**src/sv/pts_pkg.sv**
```systemverilog
package pts_pkg;

  localparam int DEF_SLOTS     = 16;
  localparam int DEF_TIME_BITS = 48;

  localparam int ID_W    = 8;
  localparam int PER_W   = 24;
  localparam int NOW_W   = 48;
  localparam int OP_W    = 2;
  localparam int STAT_W  = 2;
  // A 24-bit period in milliseconds times 1000 fits in 34 bits.
  localparam int STEP_W  = 34;

  localparam logic [9:0] US_PER_MS = 10'd1000;

  localparam logic [OP_W-1:0] OP_TICK  = 2'd0;
  localparam logic [OP_W-1:0] OP_START = 2'd1;
  localparam logic [OP_W-1:0] OP_STOP  = 2'd2;
  localparam logic [OP_W-1:0] OP_QUERY = 2'd3;

  localparam logic KIND_FIRE = 1'b0;
  localparam logic KIND_DONE = 1'b1;

  localparam logic [STAT_W-1:0] ST_OK        = 2'd0;
  localparam logic [STAT_W-1:0] ST_NOT_FOUND = 2'd1;
  localparam logic [STAT_W-1:0] ST_FULL      = 2'd2;

  typedef struct packed {
    logic [OP_W-1:0]  opcode;
    logic [ID_W-1:0]  timer_id;
    logic [PER_W-1:0] period_ms;
    logic [NOW_W-1:0] now_us;
  } in_item_t;

  typedef struct packed {
    logic              kind;
    logic [ID_W-1:0]   fired_id;
    logic [NOW_W-1:0]  deadline_us;
    logic [STAT_W-1:0] status;
    logic              last;
  } res_t;

endpackage

```
**src/sv/pts_in_if.sv**
```systemverilog
interface pts_in_if
  import pts_pkg::*;
  ();
  logic             valid;
  logic             ready;
  logic [OP_W-1:0]  opcode;
  logic [ID_W-1:0]  timer_id;
  logic [PER_W-1:0] period_ms;
  logic [NOW_W-1:0] now_us;

  modport source (output valid, opcode, timer_id, period_ms, now_us, input ready);
  modport sink   (input valid, opcode, timer_id, period_ms, now_us, output ready);
endinterface

```
**src/sv/pts_out_if.sv**
```systemverilog
interface pts_out_if
  import pts_pkg::*;
  ();
  logic              valid;
  logic              ready;
  logic              kind;
  logic [ID_W-1:0]   fired_id;
  logic [NOW_W-1:0]  deadline_us;
  logic [STAT_W-1:0] status;
  logic              last;

  modport source (output valid, kind, fired_id, deadline_us, status, last, input ready);
  modport sink   (input valid, kind, fired_id, deadline_us, status, last, output ready);
endinterface

```
**src/sv/pts_ram.sv**
```systemverilog
module pts_ram #(
  parameter int WIDTH = 8,
  parameter int DEPTH = 16
) (
  input  logic                     clk,
  input  logic                     we,
  input  logic [$clog2(DEPTH)-1:0] waddr,
  input  logic [WIDTH-1:0]         wdata,
  input  logic [$clog2(DEPTH)-1:0] raddr,
  output logic [WIDTH-1:0]         rdata
);

  logic [WIDTH-1:0] mem [DEPTH];

  always_ff @(posedge clk) begin
    if (we) begin
      mem[waddr] <= wdata;
    end
    rdata <= mem[raddr];
  end

endmodule

```
**src/sv/pts_alu.sv**
```systemverilog
module pts_alu
  import pts_pkg::*;
#(
  parameter int TIME_BITS = DEF_TIME_BITS
) (
  input  logic [TIME_BITS-1:0] a,
  input  logic [TIME_BITS-1:0] b,
  input  logic [STEP_W-1:0]    step,
  output logic [TIME_BITS-1:0] sum,
  output logic                 lt
);

  localparam int SUM_W = ((TIME_BITS > STEP_W) ? TIME_BITS : STEP_W) + 1;

  logic [SUM_W-1:0] wide;

  // Time sums saturate at the largest representable time.
  always_comb begin
    wide = SUM_W'(a) + SUM_W'(step);
    if (wide > SUM_W'({TIME_BITS{1'b1}})) begin
      sum = {TIME_BITS{1'b1}};
    end else begin
      sum = TIME_BITS'(wide);
    end
    lt = (a < b);
  end

endmodule

```
**src/sv/pts_ctrl.sv**
```systemverilog
module pts_ctrl
  import pts_pkg::*;
#(
  parameter int SLOTS     = DEF_SLOTS,
  parameter int TIME_BITS = DEF_TIME_BITS
) (
  input  logic                                  clk,
  input  logic                                  rst,
  input  logic                                  in_valid,
  output logic                                  in_ready,
  input  in_item_t                              item,
  output logic                                  res_valid,
  output res_t                                  res,
  input  logic                                  res_ready,
  output logic                                  ram_we,
  output logic [$clog2(SLOTS)-1:0]              ram_waddr,
  output logic [ID_W+PER_W+TIME_BITS-1:0]       ram_wdata,
  output logic [$clog2(SLOTS)-1:0]              ram_raddr,
  input  logic [ID_W+PER_W+TIME_BITS-1:0]       ram_rdata,
  output logic [TIME_BITS-1:0]                  alu_a,
  output logic [TIME_BITS-1:0]                  alu_b,
  output logic [STEP_W-1:0]                     alu_step,
  input  logic [TIME_BITS-1:0]                  alu_sum,
  input  logic                                  alu_lt
);

  localparam int IDX_W = $clog2(SLOTS);
  localparam int CNT_W = $clog2(SLOTS + 1);
  localparam int BUD_W = $clog2(2 * SLOTS + 1);

  localparam logic [4:0] S_IDLE  = 5'd0;
  localparam logic [4:0] S_L_RD  = 5'd1;
  localparam logic [4:0] S_L_CK  = 5'd2;
  localparam logic [4:0] S_D_RD  = 5'd3;
  localparam logic [4:0] S_D_WR  = 5'd4;
  localparam logic [4:0] S_MUL   = 5'd5;
  localparam logic [4:0] S_ADD   = 5'd6;
  localparam logic [4:0] S_I_RD  = 5'd7;
  localparam logic [4:0] S_I_CK  = 5'd8;
  localparam logic [4:0] S_I_PUT = 5'd9;
  localparam logic [4:0] S_T_RD  = 5'd10;
  localparam logic [4:0] S_T_CK  = 5'd11;
  localparam logic [4:0] S_T_ADD = 5'd12;
  localparam logic [4:0] S_T_CMP = 5'd13;
  localparam logic [4:0] S_T_RE  = 5'd14;
  localparam logic [4:0] S_EMIT  = 5'd15;

  logic [4:0]           state;
  logic [OP_W-1:0]      op;
  logic [ID_W-1:0]      cur_id;
  logic [PER_W-1:0]     cur_per;
  logic [TIME_BITS-1:0] now;
  logic [TIME_BITS-1:0] ndl;
  logic [STEP_W-1:0]    step;
  logic [CNT_W-1:0]     cnt;
  logic [CNT_W-1:0]     idx;
  logic [BUD_W-1:0]     budget;

  logic [ID_W-1:0]      rd_id;
  logic [PER_W-1:0]     rd_per;
  logic [TIME_BITS-1:0] rd_dl;

  function automatic res_t mk_res(logic k, logic [ID_W-1:0] id, logic [NOW_W-1:0] dl,
                                  logic [STAT_W-1:0] st, logic lst);
    res_t r;
    r.kind        = k;
    r.fired_id    = id;
    r.deadline_us = dl;
    r.status      = st;
    r.last        = lst;
    return r;
  endfunction

  assign rd_id  = ram_rdata[ID_W+PER_W+TIME_BITS-1 -: ID_W];
  assign rd_per = ram_rdata[PER_W+TIME_BITS-1 -: PER_W];
  assign rd_dl  = ram_rdata[TIME_BITS-1:0];

  assign in_ready  = (state == S_IDLE);
  assign res_valid = (state == S_EMIT);
  assign alu_step  = step;

  always_comb begin
    alu_a = ndl;
    alu_b = now;
    unique case (state)
      S_ADD, S_T_RE: alu_a = now;
      S_T_CK: begin
        alu_a = now;
        alu_b = rd_dl;
      end
      S_I_CK:  alu_b = rd_dl;
      default: alu_a = ndl;
    endcase
  end

  always_comb begin
    ram_raddr = IDX_W'(idx);
    ram_we    = 1'b0;
    ram_waddr = IDX_W'(idx);
    ram_wdata = ram_rdata;
    unique case (state)
      S_D_RD:  ram_raddr = IDX_W'(idx + CNT_W'(1));
      S_I_RD:  ram_raddr = IDX_W'(idx - CNT_W'(1));
      S_T_RD:  ram_raddr = '0;
      S_D_WR:  ram_we = 1'b1;
      S_I_CK:  ram_we = alu_lt;
      S_I_PUT: begin
        ram_we    = 1'b1;
        ram_wdata = {cur_id, cur_per, ndl};
      end
      default: ram_raddr = IDX_W'(idx);
    endcase
  end

  always_ff @(posedge clk) begin
    if (rst) begin
      state <= S_IDLE;
      cnt   <= '0;
    end else begin
      unique case (state)
        S_IDLE: begin
          if (in_valid) begin
            op      <= item.opcode;
            cur_id  <= item.timer_id;
            cur_per <= (item.period_ms == '0) ? PER_W'(1) : item.period_ms;
            now     <= TIME_BITS'(item.now_us);
            idx     <= '0;
            budget  <= BUD_W'(2 * SLOTS);
            state   <= (item.opcode == OP_TICK) ? S_T_RD : S_L_RD;
          end
        end
        S_L_RD: begin
          if (idx == cnt) begin
            if (op == OP_START) begin
              if (cnt == CNT_W'(SLOTS)) begin
                res   <= mk_res(KIND_DONE, cur_id, '0, ST_FULL, 1'b1);
                state <= S_EMIT;
              end else begin
                state <= S_MUL;
              end
            end else begin
              res   <= mk_res(KIND_DONE, cur_id, '0, ST_NOT_FOUND, 1'b1);
              state <= S_EMIT;
            end
          end else begin
            state <= S_L_CK;
          end
        end
        S_L_CK: begin
          if (rd_id == cur_id) begin
            if (op == OP_QUERY) begin
              res   <= mk_res(KIND_DONE, cur_id, NOW_W'(rd_dl), ST_OK, 1'b1);
              state <= S_EMIT;
            end else begin
              state <= S_D_RD;
            end
          end else begin
            idx   <= idx + CNT_W'(1);
            state <= S_L_RD;
          end
        end
        // Removal closes the gap by moving each later entry up by one.
        S_D_RD: begin
          if ((idx + CNT_W'(1)) < cnt) begin
            state <= S_D_WR;
          end else begin
            cnt <= cnt - CNT_W'(1);
            if (op == OP_STOP) begin
              res   <= mk_res(KIND_DONE, cur_id, '0, ST_OK, 1'b1);
              state <= S_EMIT;
            end else if (op == OP_TICK) begin
              idx   <= cnt - CNT_W'(1);
              state <= S_I_RD;
            end else begin
              state <= S_MUL;
            end
          end
        end
        S_D_WR: begin
          idx   <= idx + CNT_W'(1);
          state <= S_D_RD;
        end
        S_MUL: begin
          step  <= STEP_W'(cur_per) * STEP_W'(US_PER_MS);
          state <= (op == OP_TICK) ? S_T_ADD : S_ADD;
        end
        S_ADD: begin
          ndl   <= alu_sum;
          idx   <= cnt;
          state <= S_I_RD;
        end
        // Insertion walks down from the top, moving later deadlines one slot
        // back, so that the new entry lands after all equal deadlines.
        S_I_RD: begin
          state <= (idx == '0) ? S_I_PUT : S_I_CK;
        end
        S_I_CK: begin
          if (alu_lt) begin
            idx   <= idx - CNT_W'(1);
            state <= S_I_RD;
          end else begin
            state <= S_I_PUT;
          end
        end
        S_I_PUT: begin
          cnt <= cnt + CNT_W'(1);
          if (op == OP_TICK) begin
            res    <= mk_res(KIND_FIRE, cur_id, NOW_W'(ndl), ST_OK, 1'b0);
            budget <= budget - BUD_W'(1);
          end else begin
            res <= mk_res(KIND_DONE, cur_id, '0, ST_OK, 1'b1);
          end
          state <= S_EMIT;
        end
        S_T_RD: begin
          if (cnt == '0 || budget == '0) begin
            res   <= mk_res(KIND_DONE, '0, '0, ST_OK, 1'b1);
            state <= S_EMIT;
          end else begin
            state <= S_T_CK;
          end
        end
        S_T_CK: begin
          if (alu_lt) begin
            res   <= mk_res(KIND_DONE, '0, '0, ST_OK, 1'b1);
            state <= S_EMIT;
          end else begin
            cur_id  <= rd_id;
            cur_per <= rd_per;
            ndl     <= rd_dl;
            state   <= S_MUL;
          end
        end
        S_T_ADD: begin
          ndl   <= alu_sum;
          state <= S_T_CMP;
        end
        // A timer that fell behind is rescheduled from the current time.
        S_T_CMP: begin
          if (alu_lt) begin
            state <= S_T_RE;
          end else begin
            idx   <= '0;
            state <= S_D_RD;
          end
        end
        S_T_RE: begin
          ndl   <= alu_sum;
          idx   <= '0;
          state <= S_D_RD;
        end
        S_EMIT: begin
          if (res_ready) begin
            state <= res.last ? S_IDLE : S_T_RD;
          end
        end
        default: state <= S_IDLE;
      endcase
    end
  end

endmodule

```
**src/sv/periodic_timer_scheduler.sv**
```systemverilog
// Sorted periodic timer queue of SLOTS entries, kept earliest deadline first in
// a single-port-write, registered-read table RAM. One shared saturating adder
// and comparator does all time arithmetic under a small sequencer, so one item
// is in work at a time and req.ready is low from acceptance until its final
// result has been handed to the output register. A stop, query or start scans
// the table entry by entry for its timer; a start or stop that finds it then
// moves the later entries up, and a start inserts its timer by moving later
// deadlines back. A tick inspects the head entry and ends if nothing is due.
// Each fired timer is handled by head inspection and arithmetic, removal from
// the head, and reinsertion. One tick fires at most 2*SLOTS times. Every
// result passes through one output register, so a new item is taken while the
// last result waits. Table contents need no clearing after reset; of the table
// state only the entry count is reset.
module periodic_timer_scheduler
  import pts_pkg::*;
#(
  parameter int SLOTS     = DEF_SLOTS,
  parameter int TIME_BITS = DEF_TIME_BITS
) (
  input logic       clk,
  input logic       rst,
  pts_in_if.sink    req,
  pts_out_if.source rsp
);

  localparam int IDX_W = $clog2(SLOTS);
  localparam int ENT_W = ID_W + PER_W + TIME_BITS;

  in_item_t             item;
  res_t                 res;
  res_t                 res_q;
  logic                 res_valid;
  logic                 res_ready;
  logic                 out_valid;

  logic                 ram_we;
  logic [IDX_W-1:0]     ram_waddr;
  logic [IDX_W-1:0]     ram_raddr;
  logic [ENT_W-1:0]     ram_wdata;
  logic [ENT_W-1:0]     ram_rdata;

  logic [TIME_BITS-1:0] alu_a;
  logic [TIME_BITS-1:0] alu_b;
  logic [TIME_BITS-1:0] alu_sum;
  logic [STEP_W-1:0]    alu_step;
  logic                 alu_lt;

  assign item.opcode    = req.opcode;
  assign item.timer_id  = req.timer_id;
  assign item.period_ms = req.period_ms;
  assign item.now_us    = req.now_us;

  pts_ctrl #(
    .SLOTS     (SLOTS),
    .TIME_BITS (TIME_BITS)
  ) u_ctrl (
    .clk       (clk),
    .rst       (rst),
    .in_valid  (req.valid),
    .in_ready  (req.ready),
    .item      (item),
    .res_valid (res_valid),
    .res       (res),
    .res_ready (res_ready),
    .ram_we    (ram_we),
    .ram_waddr (ram_waddr),
    .ram_wdata (ram_wdata),
    .ram_raddr (ram_raddr),
    .ram_rdata (ram_rdata),
    .alu_a     (alu_a),
    .alu_b     (alu_b),
    .alu_step  (alu_step),
    .alu_sum   (alu_sum),
    .alu_lt    (alu_lt)
  );

  pts_ram #(
    .WIDTH (ENT_W),
    .DEPTH (SLOTS)
  ) u_table (
    .clk   (clk),
    .we    (ram_we),
    .waddr (ram_waddr),
    .wdata (ram_wdata),
    .raddr (ram_raddr),
    .rdata (ram_rdata)
  );

  pts_alu #(
    .TIME_BITS (TIME_BITS)
  ) u_alu (
    .a    (alu_a),
    .b    (alu_b),
    .step (alu_step),
    .sum  (alu_sum),
    .lt   (alu_lt)
  );

  // The output register takes a new result whenever it is empty or its
  // current one is transferred in the same cycle.
  assign res_ready = !out_valid || rsp.ready;

  always_ff @(posedge clk) begin
    if (rst) begin
      out_valid <= 1'b0;
    end else if (res_valid && res_ready) begin
      out_valid <= 1'b1;
    end else if (rsp.ready) begin
      out_valid <= 1'b0;
    end
  end

  always_ff @(posedge clk) begin
    if (res_valid && res_ready) begin
      res_q <= res;
    end
  end

  assign rsp.valid       = out_valid;
  assign rsp.kind        = res_q.kind;
  assign rsp.fired_id    = res_q.fired_id;
  assign rsp.deadline_us = res_q.deadline_us;
  assign rsp.status      = res_q.status;
  assign rsp.last        = res_q.last;

endmodule

```
**src/flat_wrapper.sv**
```systemverilog
// flat-port wrapper written by rule: the top's interface ports become plain ports
module periodic_timer_scheduler_flat import pts_pkg::*;
#(
  parameter int SLOTS     = DEF_SLOTS,
  parameter int TIME_BITS = DEF_TIME_BITS
)
  (clk, rst, req_valid, req_opcode, req_timer_id, req_period_ms, req_now_us, req_ready, rsp_valid, rsp_kind, rsp_fired_id, rsp_deadline_us, rsp_status, rsp_last, rsp_ready);
  pts_in_if req_i ();
  pts_out_if rsp_i ();
  input logic clk;
  input logic rst;
  input wire logic [$bits(req_i.valid)-1:0] req_valid;
  input wire logic [$bits(req_i.opcode)-1:0] req_opcode;
  input wire logic [$bits(req_i.timer_id)-1:0] req_timer_id;
  input wire logic [$bits(req_i.period_ms)-1:0] req_period_ms;
  input wire logic [$bits(req_i.now_us)-1:0] req_now_us;
  output wire logic [$bits(req_i.ready)-1:0] req_ready;
  output wire logic [$bits(rsp_i.valid)-1:0] rsp_valid;
  output wire logic [$bits(rsp_i.kind)-1:0] rsp_kind;
  output wire logic [$bits(rsp_i.fired_id)-1:0] rsp_fired_id;
  output wire logic [$bits(rsp_i.deadline_us)-1:0] rsp_deadline_us;
  output wire logic [$bits(rsp_i.status)-1:0] rsp_status;
  output wire logic [$bits(rsp_i.last)-1:0] rsp_last;
  input wire logic [$bits(rsp_i.ready)-1:0] rsp_ready;
  assign req_i.valid = req_valid;
  assign req_i.opcode = req_opcode;
  assign req_i.timer_id = req_timer_id;
  assign req_i.period_ms = req_period_ms;
  assign req_i.now_us = req_now_us;
  assign req_ready = req_i.ready;
  assign rsp_valid = rsp_i.valid;
  assign rsp_kind = rsp_i.kind;
  assign rsp_fired_id = rsp_i.fired_id;
  assign rsp_deadline_us = rsp_i.deadline_us;
  assign rsp_status = rsp_i.status;
  assign rsp_last = rsp_i.last;
  assign rsp_i.ready = rsp_ready;
  periodic_timer_scheduler #(.SLOTS(SLOTS), .TIME_BITS(TIME_BITS)) u_core (.clk(clk), .rst(rst), .req(req_i), .rsp(rsp_i));
endmodule
```
**config.mk**
```make
export PLATFORM = sky130hd
export DESIGN_NAME = periodic_timer_scheduler_flat
export DESIGN_NICKNAME = d
export VERILOG_FILES = /design/src/sv/pts_pkg.sv /design/src/sv/pts_in_if.sv /design/src/sv/pts_out_if.sv /design/src/sv/pts_ram.sv /design/src/sv/pts_alu.sv /design/src/sv/pts_ctrl.sv /design/src/sv/periodic_timer_scheduler.sv /design/src/flat_wrapper.sv
export SDC_FILE = /design/constraint.sdc
export NUM_CORES = 2
export LEC_CHECK = 0
export BUFFER_PORTS_ARGS = -buffer_cell sky130_fd_sc_hd__buf_2
export CAP_MARGIN = 10
export CORE_MARGIN = 2
export CORE_UTILIZATION = 60
export DETAILED_ROUTE_END_ITERATION = 10
export MAX_ROUTING_LAYER = met4
export PLACE_DENSITY = 0.77
export SYNTH_ARGS = -nofsm -noshare
export SYNTH_HDL_FRONTEND = slang
export SYNTH_HIERARCHICAL = 1
export SYNTH_SLANG_ARGS = --single-unit
export TNS_END_PERCENT = 1
```
**constraint.sdc**
```tcl
create_clock -name clk -period 13.4 [get_ports clk]
set_input_delay 0.67 -clock clk [delete_from_list [all_inputs] [get_ports clk]]
set_output_delay 0.67 -clock clk [all_outputs]
set_load 0.005 [all_outputs]
```
==> out/qor.yml <==
maxCapViolations: 0
wl_per_cell_um: 29.7
cts_made_buffers: 163
path_max_fanout: 48
r2r-end: "u_core/u_table/mem[2][30]$_DFFE_PP_"
post_cts_resize_count: 0
clkLatencyLatePin_ns: 0.81
status: "completed"
grt_setup_unrepaired: "no"
hold_viol_final: 0
tightestPinTransition_ns: 1.24
place_congestion: 0.912
crit_family: "simple AND/OR/NAND/NOR gates"
yosys.area_share.simple: 0.0421
num_vias: 39300
post-route-drc-count: 0
dr.pass1.iters: 6
setup-violations-final: 0
async_flop_share: 0
start_util: 0.604
synth_edf_count: 1571
layout.nets: 4655
required_ns: 13.81
crit_buf_inv: 5
grt_pass1_vias: 39600
met2_usage: 0.484
grtUsageMet3: 0.0467
synth_fa_ha_area_frac: 0.0530
max_stage_delay_ns: 0.92
postSynthAreaPerCell_um2: 17.3
endpoint_kind: "register"
maxSlewViolCount: 0
synth_compound_area_frac: 0.0534
post-place-ws_ns: 4.59
clkTransAtPathRegs_ns: 0.06
fp.dieArea_um2: 122000
io_pins: 148
fin_crit_ns: 9.04
crit_path_cell_trace: "inv_1, nor2_1, nand2_1, and2_2, buf_4, mux2_2, inv_1, ha_1, a21o_1, a21o_1, a21oi_1, nor2_1, a2111oi_0, o31ai_1, nand4_1, a41oi_1, nor3_1, buf_4, o21ai_0, o21a_1, nor2_1, or3b_2, nor2_4, buf_4"
dp.final_hpwl_mm: 106
grtUsageMet1: 0.405
grt_max_degree: 154
num_rows: 126
yosysUniqueCellTypes: 87
clk_path_buf_depth: 3
netlist_area_um2: 71300
synth_seq_area_share: 0.687
grt_first_pass_wirelength_mm: 262
fin_crit_sh: 0.675
cts_setup_buffers: 0
r2r_setup_slack_ns: 4.36
syn_to_final_growth_pct: 11.1
fmax_mhz: 111
cts.sinks: 1661
hp-start: "req_now_us[31]"
max_slew_margin: 0.170
synth_xor_area_frac: 0.0114
yosys_register_bits: 1661
r2r_start: "u_core/u_ctrl/state[3]$_SDFFE_PP0P_"
die_h_um: 349
setup_ws_ns: 4.36
netlist_instances: 4122
cp-start-kind: "register"
hold_depth: 1
core_area_um2: 118000
crit_start: "u_core/u_ctrl/state[3]$_SDFFE_PP0P_"
finalSetupTns_ns: 0
worst_hold_path_type: "in2reg"
drive_above_1_share: 0.228
antenna_found_initial: 1
grtUsageTotal: 0.305
numPortBuffers: 147
yosys-mux-area-fraction: 0.129
hold_buffers: 0
antenna_left: 0
cts-root-buf: "clkbuf_16"
final.setup_skew_ns: 0.0408
synth_top_family_by_area: "multiplexers"
wl_mm: 178
grt_overflow: 0
criticalPathCategory: "reg2reg"
yosysWarnings: 6
drt-initial-drc-count: 5238
min_to: "u_core/u_ctrl/now[31]$_DFFE_PP_"
cpMaxStageDelayCell: "nor2_4"
hold-worst-slack_ns: 0.0505
crit_arrival_ns: 9.45
htreeDepth: 4
synth-main-ff-cell: "edfxtp_1"
drt-vias-per-instance: 6.56
busiest_layer: "met2"
cts_tree: "built"
chipWidth_um: 349
reg2reg_depth: 24
area by class of cell:
class / instances / area, um2
fill: 7529 / 38700
clock inverter: 69 / 762
inverter: 196 / 736
antenna: 1 / 2.50
timing repair buffer: 224 / 1330
clock buffer: 237 / 4600
sequential: 1661 / 49000
tap: 1536 / 1920
multi-input combinational: 2073 / 20900
stage by stage:
stage | cells | utilization | cell area (um2)
after floorplan | 4124 | - | 71300
after global placement | 5686 | 0.626 | 73800
after detailed placement | 5686 | 0.626 | 73800
after CTS | 5992 | 0.671 | 79200
after global routing | 5996 | 0.672 | 79200
final | 5997 | 0.672 | 79200
cells in the final DEF, fill, tap and decap left out, types with 15 or more instances in the layout:
cell / n
a21o_1: 34
a21oi_1: 99
a22o_1: 48
a22oi_1: 160
a31oi_1: 16
and3_1: 20
buf_2: 147
buf_4: 74
clkbuf_1: 53
clkbuf_16: 166
clkbuf_8: 18
clkinv_1: 24
clkinv_2: 15
dfxtp_1: 90
edfxtp_1: 1571
fa_1: 87
ha_1: 163
inv_1: 195
mux2_2: 175
mux4_2: 320
nand2_1: 413
nand3_1: 19
nand4_1: 16
nor2_1: 81
nor2_4: 16
nor2b_1: 15
nor3_1: 21
o21ai_0: 64
o21ai_1: 21
xnor2_1: 55
xor2_1: 38
sequential cells by signal, indices dropped and copies added, names as in the netlist, 4 cells and up:
name                    flops
u_core/u_ctrl/cur_per      24
u_core/u_table/mem       1280
u_core/u_ctrl/res          59
u_core/u_ctrl/budget        6
u_core/u_ctrl/alu_step     31
u_core/rsp.fired_id         8
u_core/u_table/rdata       80
u_core/u_ctrl/now          48
u_core/u_ctrl/ndl          48
u_core/rsp.deadline_us     48
u_core/u_ctrl/idx           5
u_core/u_ctrl/cnt           5
u_core/u_ctrl/state         4
u_core/u_ctrl/cur_id        8
worst max-delay path by stage:
stage	to	slack (ns)	cells past startpoint
after floorplan	u_core/u_table/mem[0][0]$_DFFE_PP_	2.91	21
after global placement	u_core/u_table/mem[2][25]$_DFFE_PP_	4.72	24
after detailed placement	u_core/u_table/mem[2][22]$_DFFE_PP_	4.59	24
after CTS	u_core/u_table/mem[2][36]$_DFFE_PP_	4.55	24
after global routing	u_core/u_table/mem[2][30]$_DFFE_PP_	3.87	24
final	u_core/u_table/mem[2][30]$_DFFE_PP_	4.36	24
Yosys cell counts (all sizes together) (5+ instances only):
| cell | n | area share |
|---|---|---|
| inv | 195 | 0.010 |
| edfxtp | 1571 | 0.66 |
| nand2b | 15 | 0.0014 |
| o22ai | 9 | 0.00079 |
| o21a | 11 | 0.0012 |
| nor4 | 11 | 0.0011 |
| o31ai | 6 | 0.00097 |
| a22oi | 160 | 0.017 |
| buf | 102 | 0.0083 |
| a22o | 48 | 0.0059 |
| a211oi | 6 | 0.00063 |
| xor2 | 38 | 0.0047 |
| o21bai | 7 | 0.00074 |
| nor2 | 97 | 0.0051 |
| xnor2 | 55 | 0.0068 |
| o21ai | 88 | 0.0063 |
| nand4 | 16 | 0.0014 |
| o211ai | 10 | 0.0011 |
| and2 | 20 | 0.0018 |
| a211o | 7 | 0.0010 |
| nor2b | 17 | 0.0015 |
| nor3 | 29 | 0.0020 |
| dfxtp | 90 | 0.025 |
| clkbuf | 92 | 0.0048 |
| mux2 | 177 | 0.028 |
| ha | 163 | 0.029 |
| nand2 | 414 | 0.022 |
| nand3 | 21 | 0.0015 |
| a31oi | 16 | 0.0014 |
| mux4 | 320 | 0.10 |
| a21oi | 105 | 0.0076 |
| fa | 87 | 0.024 |
| a21o | 36 | 0.0038 |
| and3 | 22 | 0.0020 |
| nor3b | 5 | 0.00053 |
routing by layer:
metal  up-vias  wire (um)
met3       325      17100
li1      16500          -
met4         0       7190
met5         -          0
met1     20100      66200
met2      2417      87600
kinds of logic after synthesis:
logic type | Yosys count
DFF | 1661
and+or+nand+nor | 683
AOI/OAI and AO/OA | 545
muxes | 499
buffers and inverters | 390
adders and majority gates | 250
xor gates and xnor gates | 93
other | 1
Power is not shown: default switching activity piles up to over one toggle a cycle in this logic, so the estimate is an artifact.
